**config.mk**
```make
export PLATFORM = sky130hd
export DESIGN_NAME = sstf_disk_scheduler_unit
export DESIGN_NICKNAME = d
export VERILOG_FILES = /design/src/hw/rtl/sstf_pkg.sv /design/src/hw/rtl/sstf_disk_scheduler_unit.sv /design/src/hw/rtl/sstf_req_ram.sv
export SDC_FILE = /design/constraint.sdc
export NUM_CORES = 1
export LEC_CHECK = 0
export BUFFER_PORTS_ARGS = -buffer_cell sky130_fd_sc_hd__buf_2
export CAP_MARGIN = 20
export CORE_MARGIN = 2
export CORE_UTILIZATION = 61
export CTS_BUF_LIST = sky130_fd_sc_hd__clkbuf_2 sky130_fd_sc_hd__clkbuf_4 sky130_fd_sc_hd__clkbuf_8
export CTS_CLUSTER_SIZE = 25
export DETAILED_ROUTE_END_ITERATION = 8
export GPL_TIMING_DRIVEN = 0
export PLACE_DENSITY = 0.78
export RECOVER_POWER = 50
export REMOVE_ABC_BUFFERS = 1
export SLEW_MARGIN = 40
export SYNTH_ARGS = -nofsm -noshare
export SYNTH_HDL_FRONTEND = slang
export SYNTH_SLANG_ARGS = --single-unit
```
**constraint.sdc**
```tcl
create_clock -name clk -period 14.3 [get_ports clk]
set_input_delay 2.86 -clock clk [delete_from_list [all_inputs] [get_ports clk]]
set_output_delay 2.86 -clock clk [all_outputs]
set_load 0.03 [all_outputs]
```
**src/hw/rtl/sstf_pkg.sv**
```systemverilog
package sstf_pkg;

  localparam int MAX_REQUESTS = 64;
  localparam int IDX_W        = (MAX_REQUESTS > 1) ? $clog2(MAX_REQUESTS) : 1;
  localparam int CNT_W        = $clog2(MAX_REQUESTS + 1);
  localparam int TRACK_W      = 16;
  localparam int DIST_W       = TRACK_W + 1;
  localparam int SUM_W        = 22;

  // out of reach of any real seek, so the first unserved entry always wins
  localparam logic [DIST_W-1:0] DIST_NONE = {1'b1, {TRACK_W{1'b0}}};

  typedef struct packed {
    logic [TRACK_W-1:0] track_request;
    logic               is_last_request;
  } in_item_t;

  typedef struct packed {
    logic [TRACK_W-1:0] served_track;
    logic [TRACK_W-1:0] seek_distance;
    logic [SUM_W-1:0]   total_seek;
    logic               final_result;
  } out_item_t;

  typedef enum logic [1:0] {
    S_LOAD,
    S_SCAN,
    S_EMIT
  } state_t;

endpackage

```
**src/hw/rtl/sstf_disk_scheduler_unit.sv**
```systemverilog
// after the last request of a job is accepted, each result takes a full scan of
// the held requests (ram read, compare into the running best), then S_EMIT, which
// waits out an output stall, loads the output register; requests load one per
// cycle while no job runs; the scan reads one entry per cycle from the request ram
// reset (rst_n low, synchronous): store empty, served mask clear, head,
// seek sum and start track zero, no result pending
module sstf_disk_scheduler_unit
  import sstf_pkg::*;
(
  input  logic              clk,
  input  logic              rst_n,
  input  logic              cfg_we,
  input  logic [TRACK_W-1:0] cfg_wdata,
  input  logic              in_valid,
  output logic              in_stall,
  input  in_item_t          in_data,
  output logic              out_valid,
  input  logic              out_stall,
  output out_item_t         out_data
);

  // fsm
  state_t state_r, state_nxt;

  // job bookkeeping
  logic [CNT_W-1:0]   req_count_r, req_count_nxt;
  logic [CNT_W-1:0]   issue_cnt_r, issue_cnt_nxt;
  logic [CNT_W-1:0]   served_cnt_r, served_cnt_nxt;
  logic [MAX_REQUESTS-1:0] served_mask_r, served_mask_nxt;
  logic [TRACK_W-1:0] head_r, head_nxt;
  logic [SUM_W-1:0]   sum_r, sum_nxt;
  logic [TRACK_W-1:0] start_track_r;

  // read stage of the scan, aligned with the ram output
  logic               rd_valid_r;
  logic               rd_last_r;
  logic               rd_served_r;
  logic [IDX_W-1:0]   rd_idx_r;
  logic [TRACK_W-1:0] rd_track;

  // running best of the current scan
  logic [DIST_W-1:0]  best_dist_r, best_dist_nxt;
  logic [IDX_W-1:0]   pick_idx_r, pick_idx_nxt;
  logic [TRACK_W-1:0] pick_track_r, pick_track_nxt;

  // output register
  logic      out_valid_r, out_valid_nxt;
  out_item_t out_data_r;

  // handshake and control strobes
  logic               in_acc;
  logic               job_start;
  logic               store_full;
  logic               store_we;
  logic               issue_en;
  logic               out_free;
  logic               emit_go;
  logic               emit_final;
  logic [IDX_W-1:0]   issue_addr;
  logic [TRACK_W-1:0] seek_gap;
  logic               better;
  logic [SUM_W-1:0]   sum_step;

  assign issue_addr = issue_cnt_r[IDX_W-1:0];
  assign store_full = (req_count_r >= CNT_W'(MAX_REQUESTS));
  assign out_free   = !out_valid_r || !out_stall;
  assign emit_final = ((served_cnt_r + CNT_W'(1)) == req_count_r);

  // request store: written while loading, read once per cycle while scanning
  sstf_req_ram #(
    .DEPTH (MAX_REQUESTS),
    .WIDTH (TRACK_W)
  ) u_req_ram (
    .clk   (clk),
    .we    (store_we),
    .waddr (req_count_r[IDX_W-1:0]),
    .wdata (in_data.track_request),
    .raddr (issue_addr),
    .rdata (rd_track)
  );

  // ---------------------------------------------------------------------------
  // fsm: next state
  // ---------------------------------------------------------------------------
  always_comb begin
    state_nxt = state_r;
    unique case (state_r)
      S_LOAD: begin
        if (job_start) begin
          state_nxt = S_SCAN;
        end
      end
      S_SCAN: begin
        // the last entry's compare lands this edge; the pick is then final
        if (rd_valid_r && rd_last_r) begin
          state_nxt = S_EMIT;
        end
      end
      S_EMIT: begin
        if (emit_go) begin
          state_nxt = emit_final ? S_LOAD : S_SCAN;
        end
      end
      default: state_nxt = S_LOAD;
    endcase
  end

  // ---------------------------------------------------------------------------
  // fsm: outputs
  // ---------------------------------------------------------------------------
  always_comb begin
    in_stall = 1'b1;
    issue_en = 1'b0;
    emit_go  = 1'b0;
    unique case (state_r)
      S_LOAD: in_stall = 1'b0;
      S_SCAN: issue_en = (issue_cnt_r < req_count_r);
      S_EMIT: emit_go  = out_free;
      default: in_stall = 1'b1;
    endcase
  end

  assign in_acc    = in_valid && !in_stall;
  assign job_start = in_acc && in_data.is_last_request;
  // a request beyond a full store is dropped, the job still runs
  assign store_we  = in_acc && !store_full;

  // distance from the head to the entry coming out of the ram
  assign seek_gap = (rd_track >= head_r) ? (rd_track - head_r) : (head_r - rd_track);
  // strict compare keeps the lowest index on ties
  assign better = rd_valid_r && !rd_served_r && ({1'b0, seek_gap} < best_dist_r);

  assign sum_step = sum_r + SUM_W'(best_dist_r);

  // ---------------------------------------------------------------------------
  // datapath next values
  // ---------------------------------------------------------------------------
  always_comb begin
    req_count_nxt   = req_count_r;
    issue_cnt_nxt   = issue_cnt_r;
    served_cnt_nxt  = served_cnt_r;
    served_mask_nxt = served_mask_r;
    head_nxt        = head_r;
    sum_nxt         = sum_r;
    best_dist_nxt   = best_dist_r;
    pick_idx_nxt    = pick_idx_r;
    pick_track_nxt  = pick_track_r;

    if (store_we) begin
      req_count_nxt = req_count_r + CNT_W'(1);
    end

    if (job_start) begin
      served_mask_nxt = '0;
      head_nxt        = start_track_r;
      sum_nxt         = '0;
      issue_cnt_nxt   = '0;
      served_cnt_nxt  = '0;
      best_dist_nxt   = DIST_NONE;
    end

    if (issue_en) begin
      issue_cnt_nxt = issue_cnt_r + CNT_W'(1);
    end

    if (better) begin
      best_dist_nxt  = {1'b0, seek_gap};
      pick_idx_nxt   = rd_idx_r;
      pick_track_nxt = rd_track;
    end

    if (emit_go) begin
      served_mask_nxt[pick_idx_r] = 1'b1;
      head_nxt       = pick_track_r;
      sum_nxt        = sum_step;
      served_cnt_nxt = served_cnt_r + CNT_W'(1);
      issue_cnt_nxt  = '0;
      best_dist_nxt  = DIST_NONE;
      if (emit_final) begin
        req_count_nxt = '0;
      end
    end
  end

  assign out_valid_nxt = emit_go || (out_valid_r && out_stall);

  // ---------------------------------------------------------------------------
  // control and state registers
  // ---------------------------------------------------------------------------
  always_ff @(posedge clk) begin
    if (!rst_n) begin
      state_r       <= S_LOAD;
      req_count_r   <= '0;
      issue_cnt_r   <= '0;
      served_cnt_r  <= '0;
      served_mask_r <= '0;
      head_r        <= '0;
      sum_r         <= '0;
      start_track_r <= '0;
      rd_valid_r    <= 1'b0;
      out_valid_r   <= 1'b0;
    end else begin
      state_r       <= state_nxt;
      req_count_r   <= req_count_nxt;
      issue_cnt_r   <= issue_cnt_nxt;
      served_cnt_r  <= served_cnt_nxt;
      served_mask_r <= served_mask_nxt;
      head_r        <= head_nxt;
      sum_r         <= sum_nxt;
      rd_valid_r    <= issue_en;
      out_valid_r   <= out_valid_nxt;
      if (cfg_we) begin
        start_track_r <= cfg_wdata;
      end
    end
  end

  // ---------------------------------------------------------------------------
  // payload registers
  // ---------------------------------------------------------------------------
  always_ff @(posedge clk) begin
    rd_idx_r     <= issue_addr;
    rd_last_r    <= ((issue_cnt_r + CNT_W'(1)) == req_count_r);
    rd_served_r  <= served_mask_r[issue_addr];
    best_dist_r  <= best_dist_nxt;
    pick_idx_r   <= pick_idx_nxt;
    pick_track_r <= pick_track_nxt;
    if (emit_go) begin
      out_data_r.served_track  <= pick_track_r;
      out_data_r.seek_distance <= best_dist_r[TRACK_W-1:0];
      out_data_r.total_seek    <= sum_step;
      out_data_r.final_result  <= emit_final;
    end
  end

  assign out_valid = out_valid_r;
  assign out_data  = out_data_r;

endmodule

```
**src/hw/rtl/sstf_req_ram.sv**
```systemverilog
module sstf_req_ram #(
  parameter int DEPTH  = 64,
  parameter int WIDTH  = 16,
  parameter int ADDR_W = (DEPTH > 1) ? $clog2(DEPTH) : 1
) (
  input  logic              clk,
  input  logic              we,
  input  logic [ADDR_W-1:0] waddr,
  input  logic [WIDTH-1:0]  wdata,
  input  logic [ADDR_W-1:0] raddr,
  output logic [WIDTH-1:0]  rdata
);

  logic [WIDTH-1:0] mem [DEPTH];

  always_ff @(posedge clk) begin
    if (we) begin
      mem[waddr] <= wdata;
    end
  end

  always_ff @(posedge clk) begin
    rdata <= mem[raddr];
  end

endmodule

```
# Word level (Yosys, flattened, before mapping)
# Memories as Yosys holds them, arrays and structs flattened. A register that Yosys moved wholly into a read port is not among the register bits.
# Cells that the tools add are included.
[word_totals]
ff_bits = 245
ramBits = 1024
in_bits = 38
output_inout_bits = 57
elab_cells = 92
n_memories = 1
[op_classes]
addsub = 6
magnitude_cmp = 7
eq_ne = 7
muxes = 29
bitwise_logic = 2
reduce_logical = 20
[mem_list]
columns = ["name", "depth", "width", "rd", "rd_ports_with_merged_regs", "wr", "line", "rtl"]
rows = [
  ["u_req_ram.mem", 64, 16, 1, 1, 1, "sstf_req_ram.sv:14", "logic [WIDTH-1:0] mem [DEPTH];"],
]
[ops]
columns = ["op", "n"]
rows = [
  ["64-bit two-way mux", 2],
  ["64-bit bitwise OR", 1],
  ["16-bit two-way mux", 3],
  ["22-bit two-way mux", 2],
  ["7-bit two-way mux", 6],
  ["17-bit two-way mux", 2],
  ["16-bit subtractor", 2],
  ["22-bit by 17-bit adder with 22-bit output", 1],
  ["7-bit by 1-bit adder with 7-bit output (second input constant)", 3],
  ["16-bit by 17-bit < comparator with 1-bit output", 1],
  ["16-bit >= comparator", 1],
  ["7-bit == test", 2],
  ["6-bit by 7-bit < comparator with 1-bit output (second input constant)", 2],
  ["1-bit logical AND", 8],
  ["1-bit two-way mux", 8],
  ["7-bit >= comparator (second input constant)", 1],
  ["7-bit < comparator", 1],
  ["1-bit binary-select mux with 6-bit select", 1],
  ["1-bit demux with 6-bit select", 1],
  ["6-bit by 1-bit >= comparator with 1-bit output (second input constant)", 1],
  ["2-bit two-way mux", 3],
  ["2-bit inequality test (second input constant)", 3],
  ["2-bit one-hot mux with 3 select lines", 1],
  ["2-bit nonzero test", 3],
  ["8 further kinds", 12],
]

# Logic depth before layout (Yosys ltp)
# Gate-level depths: netlist (run 1).
[depth]
depth_word = 6
depth_mapped = 22
ltp_nobuf = 21

# Hierarchy
# From an unflattened synthesis (run 1), not the netlist that was laid out.
[hier_totals]
hier_cells = 3002
area_unflattened_um2 = 52336.4
[modules_own_cells]
columns = ["mod", "n_inst", "cells_per_inst", "area_per_inst_um2", "seq_area_each_um2"]
rows = [
  ["sstf_req_ram", 1, 1829, 40042.2, 31069.8],
  ["sstf_disk_scheduler_unit", 1, 1173, 12294.3, 5675.4],
]

# Worst setup path after synthesis (run 1)
# No wires, ideal clock.
[synth_timing]
path_kind = "input to register"
startpoint = "input port out_stall"
endpoint = "register out_data_r, in the netlist out_data[0] (enable)"
t_arrival_ns = 5.118
required_ns = 13.859
slack_ns = 8.741
stages = 5
cell_sequence = "nand2_1 > nand2b_1 > inv_1 > clkbuf_1 > clkbuf_1"
[synth_between]
elab_chain_cells = 3
[synth_rtl]
columns = ["item", "line", "rtl"]
rows = [
  ["start: declaration", "sstf_disk_scheduler_unit.sv:18", "input logic out_stall,"],
  ["1-bit logical NOT", "sstf_disk_scheduler_unit.sv:66", "assign out_free = !out_valid_r || !out_stall;"],
  ["1-bit logical OR", "sstf_disk_scheduler_unit.sv:66", ""],
  ["1-bit two-way mux", "sstf_disk_scheduler_unit.sv:115", "unique case (state_r)"],
  ["via emit_go", "sstf_disk_scheduler_unit.sv:57", "logic emit_go;"],
  ["end: declaration", "sstf_disk_scheduler_unit.sv:48", "out_item_t out_data_r;"],
]
# The timed path passes the listed nets, and every way through them passes these cells.
# A chain may end at the register's enable or synchronous reset.

# Worst setup path in the final report (run 1)
[layout_timing]
startpoint = "input port out_stall"
endpoint = "register sum_r[11]"
[layout_between]
elab_chain_cells = 4
word_cells_on_any_way = 5
cone_classes = "2 x mux; 3 x reduce/logical"
[layout_rtl]
columns = ["item", "line", "rtl"]
rows = [
  ["1-bit logical NOT (*)", "sstf_disk_scheduler_unit.sv:66", ""],
  ["1-bit logical OR (*)", "sstf_disk_scheduler_unit.sv:66", ""],
  ["1-bit two-way mux (*)", "sstf_disk_scheduler_unit.sv:115", ""],
  ["22-bit two-way mux or 2-bit nonzero test (tied branches)", "--", ""],
  ["end signal: assignment", "sstf_disk_scheduler_unit.sv:209", "sum_r <= sum_nxt;"],
  ["end: declaration", "sstf_disk_scheduler_unit.sv:31", "logic [SUM_W-1:0] sum_r, sum_nxt;"],
]
# Mark *: on every way between the ends. The rest lies on a longest branch, timed or not.

==> metrics.yaml, run 1 <==
yosys:
  ys_seq_area_share_pct: 71.0
  syn_avg_cell_area_sq_um: 18.2
  synth_cell_type_count: 81
  synth_cells: 2842
  synthArstFlopShare_pct: 0
  synth_warnings: 0
  ys_seq_elements: 1285
  synth_area_sq_um: 51800
  synth_top_flop_cell: "edfxtp_1"
  synth-edff-count: 1101
status:
  status: "finished, violations left"
  violations: "max-capacitance violations, max-slew violations"
worst_setup_path:
  start_kind: "input pin"
  critPathMaxStageDelay_ns: 2.48
  cp.required_ns: 15.02
  path_buf_inv: 3
  end_kind: "register"
  ff2ff_setup_slack_ns: 7.57
  crit_family: "buffers and inverters"
  worstPathMaxFanout: 70
  arrival_ns: 8.02
  worstSetupPathType: "in -> reg"
  reg2reg_from: "issue_cnt_r[0]"
  worstPathCellList: "buf_2 -> nand2_1 -> nand2b_1 -> clkinvlp_2 -> clkbuf_1 -> nand3_1 -> a21oi_1"
  reg2reg_depth: 8
  crit_slowest_cell: "clkbuf_1"
  worstReg2RegEnd: "u_req_ram.rdata[6]"
sta:
  fin_crit_sh_pct: 51.0
  rsz0062_at_grt: "no"
  max_slew_margin_pct: -131
  worst_pin_slew_ns: 3.46
  hold_viol: 0
  fin_ws_ns: 7.00
  drv_slew: 1417
  fin_hold_ws_ns: 0.408
  period_minus_slack_ns: 7.30
  finalSetupViolCount: 0
  max_freq_mhz: 137
  fin_skew_ns: 0.0410
  tns_ns: 0
detailed_routing:
  routed_via_density: 6.49
  routedWlPerCell_microns: 28.0
  finalWirelength_mm: 123
  initialDrtViolationCount: 3128
  firstDrtPassIters: 7
  drt_drc_violations_left: 0
  via_count: 28400
  antenna_left: 0
grt:
  grt_pass1_wl_mm: 183
  grt_max_degree: 78
  overflow: 0
  grt_pass1_vias: 28800
  antenna_found_initial: 4
  grt_usage_pct: 29.0
cts:
  clk_latency_ns: 0.87
  root_buffer: "clkbuf_8"
  cts.path.max_buffers: 3
  cts_tree: "yes"
  cts_buffers: 190
  cts_hold_buffers: 0
  postCtsSetupBuffers: 0
  cts_max_level: 4
  post_cts_resized: 0
  clk_pin_slew_ns: 0.06
  clkSinkCount: 1285
min_path:
  hp-start: "rd_idx_r[4]"
  holdCritPathClass: "reg -> reg"
  min_path_cells: 0
  worstHoldEndpoint: "pick_idx_r[4]"
pwr:
  p_leak_nw: 18.8
  p_total_mw: 7.63
  power.density_nw_per_um2: 129
  vdd_drop_max_uv: 121
place:
  gp_congestion: 0.912
  hpwl_mm: 79.6
  dp.cells: 4024
  dpl-instance-area_sq_um: 55500
  place_ws_ns: 8.52
  portBuffers: 94
cells_and_area:
  finish.utilization_pct: 70.7
  nNetsFinal: 3196
  area_delta_synth_final_pct: 14.4
  final_cell_count_no_fill: 4376
  drive_gt1_share_pct: 29.1
  final_area_sq_um: 59200
job:
  maxCapViolCount: 26
floorplan:
  num_rows: 106
  ios: 95
  die_h_microns: 295
  initial_core_util_pct: 61.8
  core_sq_um: 83800
  dieArea_sq_um: 87200
  die_x_microns: 295
[worst max-delay path by stage]
stage	from	to	cells after the start
2_1_floorplan	issue_cnt_r[0]	rd_last_r	7
3_3_place_gp	issue_cnt_r[0]	rd_last_r	4
3_5_place_dp	head_r[12]	pick_idx_r[4]	20
4_1_cts	head_r[12]	pick_idx_r[3]	20
5_1_grt	out_stall	sum_r[15]	7
6_report	out_stall	sum_r[11]	7
[report_power, final]
part	total [mW]	internal [mW]	leakage, nW	switching [mW]
clock	3.01	1.60	2.07	1.41
combinational	0.469	0.183	5.37	0.286
sequential	4.15	4.12	11.4	0.0329
[kinds of logic after synthesis]
family / after synthesis / share of synthesized area [%]
flops: 1285 / 71.0
mux: 379 / 16.0
compound gates: 308 / 4.14
buf+inv: 227 / 1.72
xor+xnor: 53 / 0.897
fa+ha+maj: 76 / 1.88
simple gates: 514 / 4.41
[synthesized netlist by cell type (13+ instances only)]
master | n | area, sq um
a21o_1 | 13 | 97.6
edfxtp_1 | 1101 | 33100
buf_1 | 23 | 86.3
dfxtp_1 | 184 | 3680
a21oi_1 | 83 | 415
inv_1 | 73 | 274
clkbuf_1 | 108 | 405
mux2i_1 | 19 | 190
o211ai_1 | 13 | 97.6
a22oi_1 | 62 | 465
xor2_1 | 17 | 149
nand2b_1 | 13 | 81.3
nor2_1 | 236 | 886
ha_1 | 73 | 913
mux4_2 | 357 | 8040
xnor2_1 | 36 | 315
nand2_1 | 117 | 439
buf_2 | 19 | 95.1
o21ai_0 | 30 | 150
nor3_1 | 25 | 125
a311oi_1 | 17 | 149
nand3_1 | 54 | 270
[registers in the layout, indices dropped and copies added, names as in the netlist]
register / flops
u_req_ram.mem: 1024
served_mask_r: 64
out_data: 55
sum_r: 22
best_dist_r: 17
head_r: 16
pick_track_r: 16
start_track_r: 16
u_req_ram.rdata: 16
issue_cnt_r: 7
req_count_r: 7
served_cnt_r: 7
pick_idx_r: 6
rd_idx_r: 6
state_r: 2
out_valid: 1
rd_last_r: 1
rd_served_r: 1
rd_valid_r: 1
[per-layer routing]
layer | GRT usage [%] | vias to the layer above | routed length, microns
li1 | - | 12000 | -
met1 | 37.9 | 14500 | 45100
met2 | 47.5 | 1634 | 61700
met3 | 6.46 | 290 | 11000
met4 | 12.4 | 2 | 4730
met5 | 0 | - | 13
[cell type report]
type,instances,area [sq um]
flip-flops and latches,1285,36700
multi-input cells,1330,14700
clock inverters,98,738
inverters,75,284
repair buffers,200,2170
well taps,1134,1420
clock buffers,251,3150
fillers,4925,24600
diodes,3,7.51
[cells in the final DEF (no fill, tap or decap), types with 48 or more instances in the layout]
master / Yosys / routed
dfxtp_1: 184 / 183
mux4_2: 357 / 357
nor2_4: 1 / 65
buf_2: 19 / 83
clkbuf_8: 0 / 203
nor2_1: 236 / 172
ha_1: 73 / 73
a22oi_1: 62 / 62
nand2_1: 117 / 110
inv_1: 73 / 72
a21oi_1: 83 / 83
clkbuf_4: 0 / 48
buf_8: 0 / 52
clkinv_1: 1 / 49
edfxtp_1: 1101 / 1101
No activity file was read; power rests on OpenSTA's default activity.
==> run 2: changes to the inputs <==
CORE_UTILIZATION = 59   (was 61)
PLACE_DENSITY = 0.79   (was 0.78)
clock period = 6.22 ns   (was 14.3 ns; I/O delays follow)
==> metrics.yaml, run 2 (synthesized netlist as in run 1, its figures left out) <==
cells_and_area:
  regMostFlops: "u_req_ram.mem"
  fillers: 5183  # +5.2%
  most-common-layout-cells: "edfxtp_1, mux4_2, clkbuf_8"
  drive_gt1_share_pct: 29.5  # +0.38 points
  largest_reg_flops: 1024  # unchanged
  multi_input_area_sq_um: 14700  # about the same
  final_cell_count_no_fill: 4399  # +0.53%
  final_common_cell: "edfxtp_1"
  nNetsFinal: 3195  # -0.031%
  area_delta_synth_final_pct: 14.2
  regArea_sq_um: 36700  # about the same
floorplan:
  ios: 95  # unchanged
  initial_core_util_pct: 59.6  # -2.2 points
  num_rows: 108  # +1.9%
  die_x_microns: 300  # +1.7%
  dieArea_sq_um: 90100  # +3.3%
  core_sq_um: 86900  # +3.7%
  die_h_microns: 300  # +1.7%
grt:
  grt_pass1_vias: 28700  # -0.39%
  grt_max_degree: 86  # +10%
  antenna_found_initial: 8  # +4
  overflow: 0  # unchanged
  grt_pass1_wl_mm: 180  # -1.2%
  grt_usage_pct: 27.4  # -1.6 points
sta:
  max_slew_margin_pct: -104  # +27 points
  worst_pin_slew_ns: 3.05  # -0.410 ns
  max_freq_mhz: 172
  period_minus_slack_ns: 5.83
  fin_skew_ns: 0.0588  # +0.0177 ns
  fin_ws_ns: 0.394  # -6.61 ns
  fin_crit_sh_pct: 93.7
  rsz0062_at_grt: "no"
  finalSetupViolCount: 0  # unchanged
  drv_slew: 1320  # -6.8%
  hold_viol: 0  # unchanged
worst_setup_path:
  worstSetupPathType: "reg -> reg"
  crit_start: "head_r[11]"
  worstPathCellList: "inv_1 -> ha_1 -> a21o_1 -> and3_1 -> a2111oi_4 -> a21oi_2 -> nor2_4 -> mux2_2 -> nor3_1 -> nor2_1 -> ha_1 -> nand2_1 -> nor2_1 -> a2111oi_0 -> a41oi_1 -> o211ai_1 -> buf_2 -> buf_2 -> buf_2 -> buf_2 -> buf_2"
  path_buf_inv: 6  # +3
  ff2ff_setup_slack_ns: 0.39  # -7.18 ns
  crit_family: "compound AO/OA/AOI/OAI gates"
  end_kind: "register"
  start_kind: "register"
  reg2reg_depth: 21  # +13
  crit_slowest_cell: "a2111oi_4"
  reg2reg_from: "head_r[11]"
  worstReg2RegEnd: "pick_idx_r[0]"
  cp.required_ns: 6.79  # -8.23 ns
  cp-endpoint: "pick_idx_r[0]"
  worstPathMaxFanout: 9  # -87%
  critPathMostFrequentCell: "buf_2"
  arrival_ns: 6.39  # -1.63 ns
  cp_num_cells: 21  # +14
  critPathMaxStageDelay_ns: 0.50  # -1.98 ns
detailed_routing:
  routedWlPerCell_microns: 28.5  # +1.6%
  routed_via_density: 6.52  # +0.51%
  antenna_left: 0  # unchanged
  drt_drc_violations_left: 0  # unchanged
  finalWirelength_mm: 125  # +2.2%
  initialDrtViolationCount: 3516  # +12%
  firstDrtPassIters: 6  # -1
  via_count: 28700  # +1.0%
place:
  dp.cells: 4043  # +0.47%
  portBuffers: 94  # unchanged
  place_ws_ns: 0.204  # -8.32 ns
  gp_congestion: 0.896  # -1.8%
  hpwl_mm: 79.5  # -0.13%
status:
  violations: "max-capacitance violations, max-slew violations"
  status: "finished, violations left"
min_path:
  holdCritPathClass: "reg -> reg"
job:
  maxCapViolCount: 22  # -15%
cts:
  cts.path.max_buffers: 3  # unchanged
  cts_hold_buffers: 0  # unchanged
  clkSinkCount: 1285  # unchanged
  cts_tree: "yes"
  root_buffer: "clkbuf_8"
  clk_pin_slew_ns: 0.06  # about the same
  clk_latency_ns: 0.88  # about the same
  cts_buffers: 190  # unchanged
  cts_max_level: 4  # unchanged
pwr:
  p_leak_nw: 18.8  # -0.13%
  power.density_nw_per_um2: 296  # +130%
  vdd_drop_max_uv: 234  # +94%
## run 2: layout make-up
class / count / share of cell area (%)
repair buffers: 199 / 3.45
multi-input cells: 1330 / 24.9
clock buffers: 271 / 5.59
diodes: 3 / 0.0127
inverters: 75 / 0.480
flip-flops and latches: 1285 / 62.1
well taps: 1155 / 2.44
clock inverters: 81 / 0.999
## run 2: worst min-delay path by stage
stage,slack (ns),endpoint,cells after the start,from
after floorplan,0.39,pick_idx_r[0],0,rd_idx_r[0]
after global placement,0.39,pick_idx_r[0],0,rd_idx_r[0]
after detailed placement,0.39,pick_idx_r[0],0,rd_idx_r[0]
after CTS,0.41,pick_idx_r[0],0,rd_idx_r[0]
after global routing,0.42,pick_idx_r[2],0,rd_idx_r[2]
final,0.41,pick_idx_r[0],0,rd_idx_r[0]
## run 2: timing repair
| action | 4_1_cts | 5_1_grt |
|---|---|---|
| setup buffers | 0 | 1 |
| hold endpoints to repair | 0 | 0 |
| endpoints found under the setup margin | 0 | 6 |
| resized for setup | 0 | 1 |
## run 2: layer usage
layer  part of all wire, %  track usage (%)  vias up
met3                   9.7             5.34      270
li1                      -                -    12000
met1                    36             36.3    14700
met2                    51             45.6     1788
met4                   3.5             10.1        4
met5                 0.017                0        -
## run 2: report_power, final
group	leakage, nW	switching (mW)	internal (mW)
clock	2.06	3.31	3.57
combinational	5.34	0.666	0.425
sequential	11.4	0.0784	9.46
total	18.8	4.05	13.5
## run 2: per-stage QoR
step | setup TNS (ns) | total power [mW] | instance area, sq um | utilization [%] | hold WS (ns)
2_1_floorplan | -179.21 | 10.5 | 51200 | - | 0.386
3_5_place_dp | 0 | 10.8 | 55300 | 63.7 | 0.395
3_3_place_gp | -503.30 | 10.8 | 53100 | 61.1 | 0.386
5_1_grt | 0 | 18.1 | 59100 | 68.1 | 0.419
4_1_cts | 0 | 17.5 | 59200 | 68.2 | 0.410
6_report | 0 | 17.5 | 59100 | 68.1 | 0.408
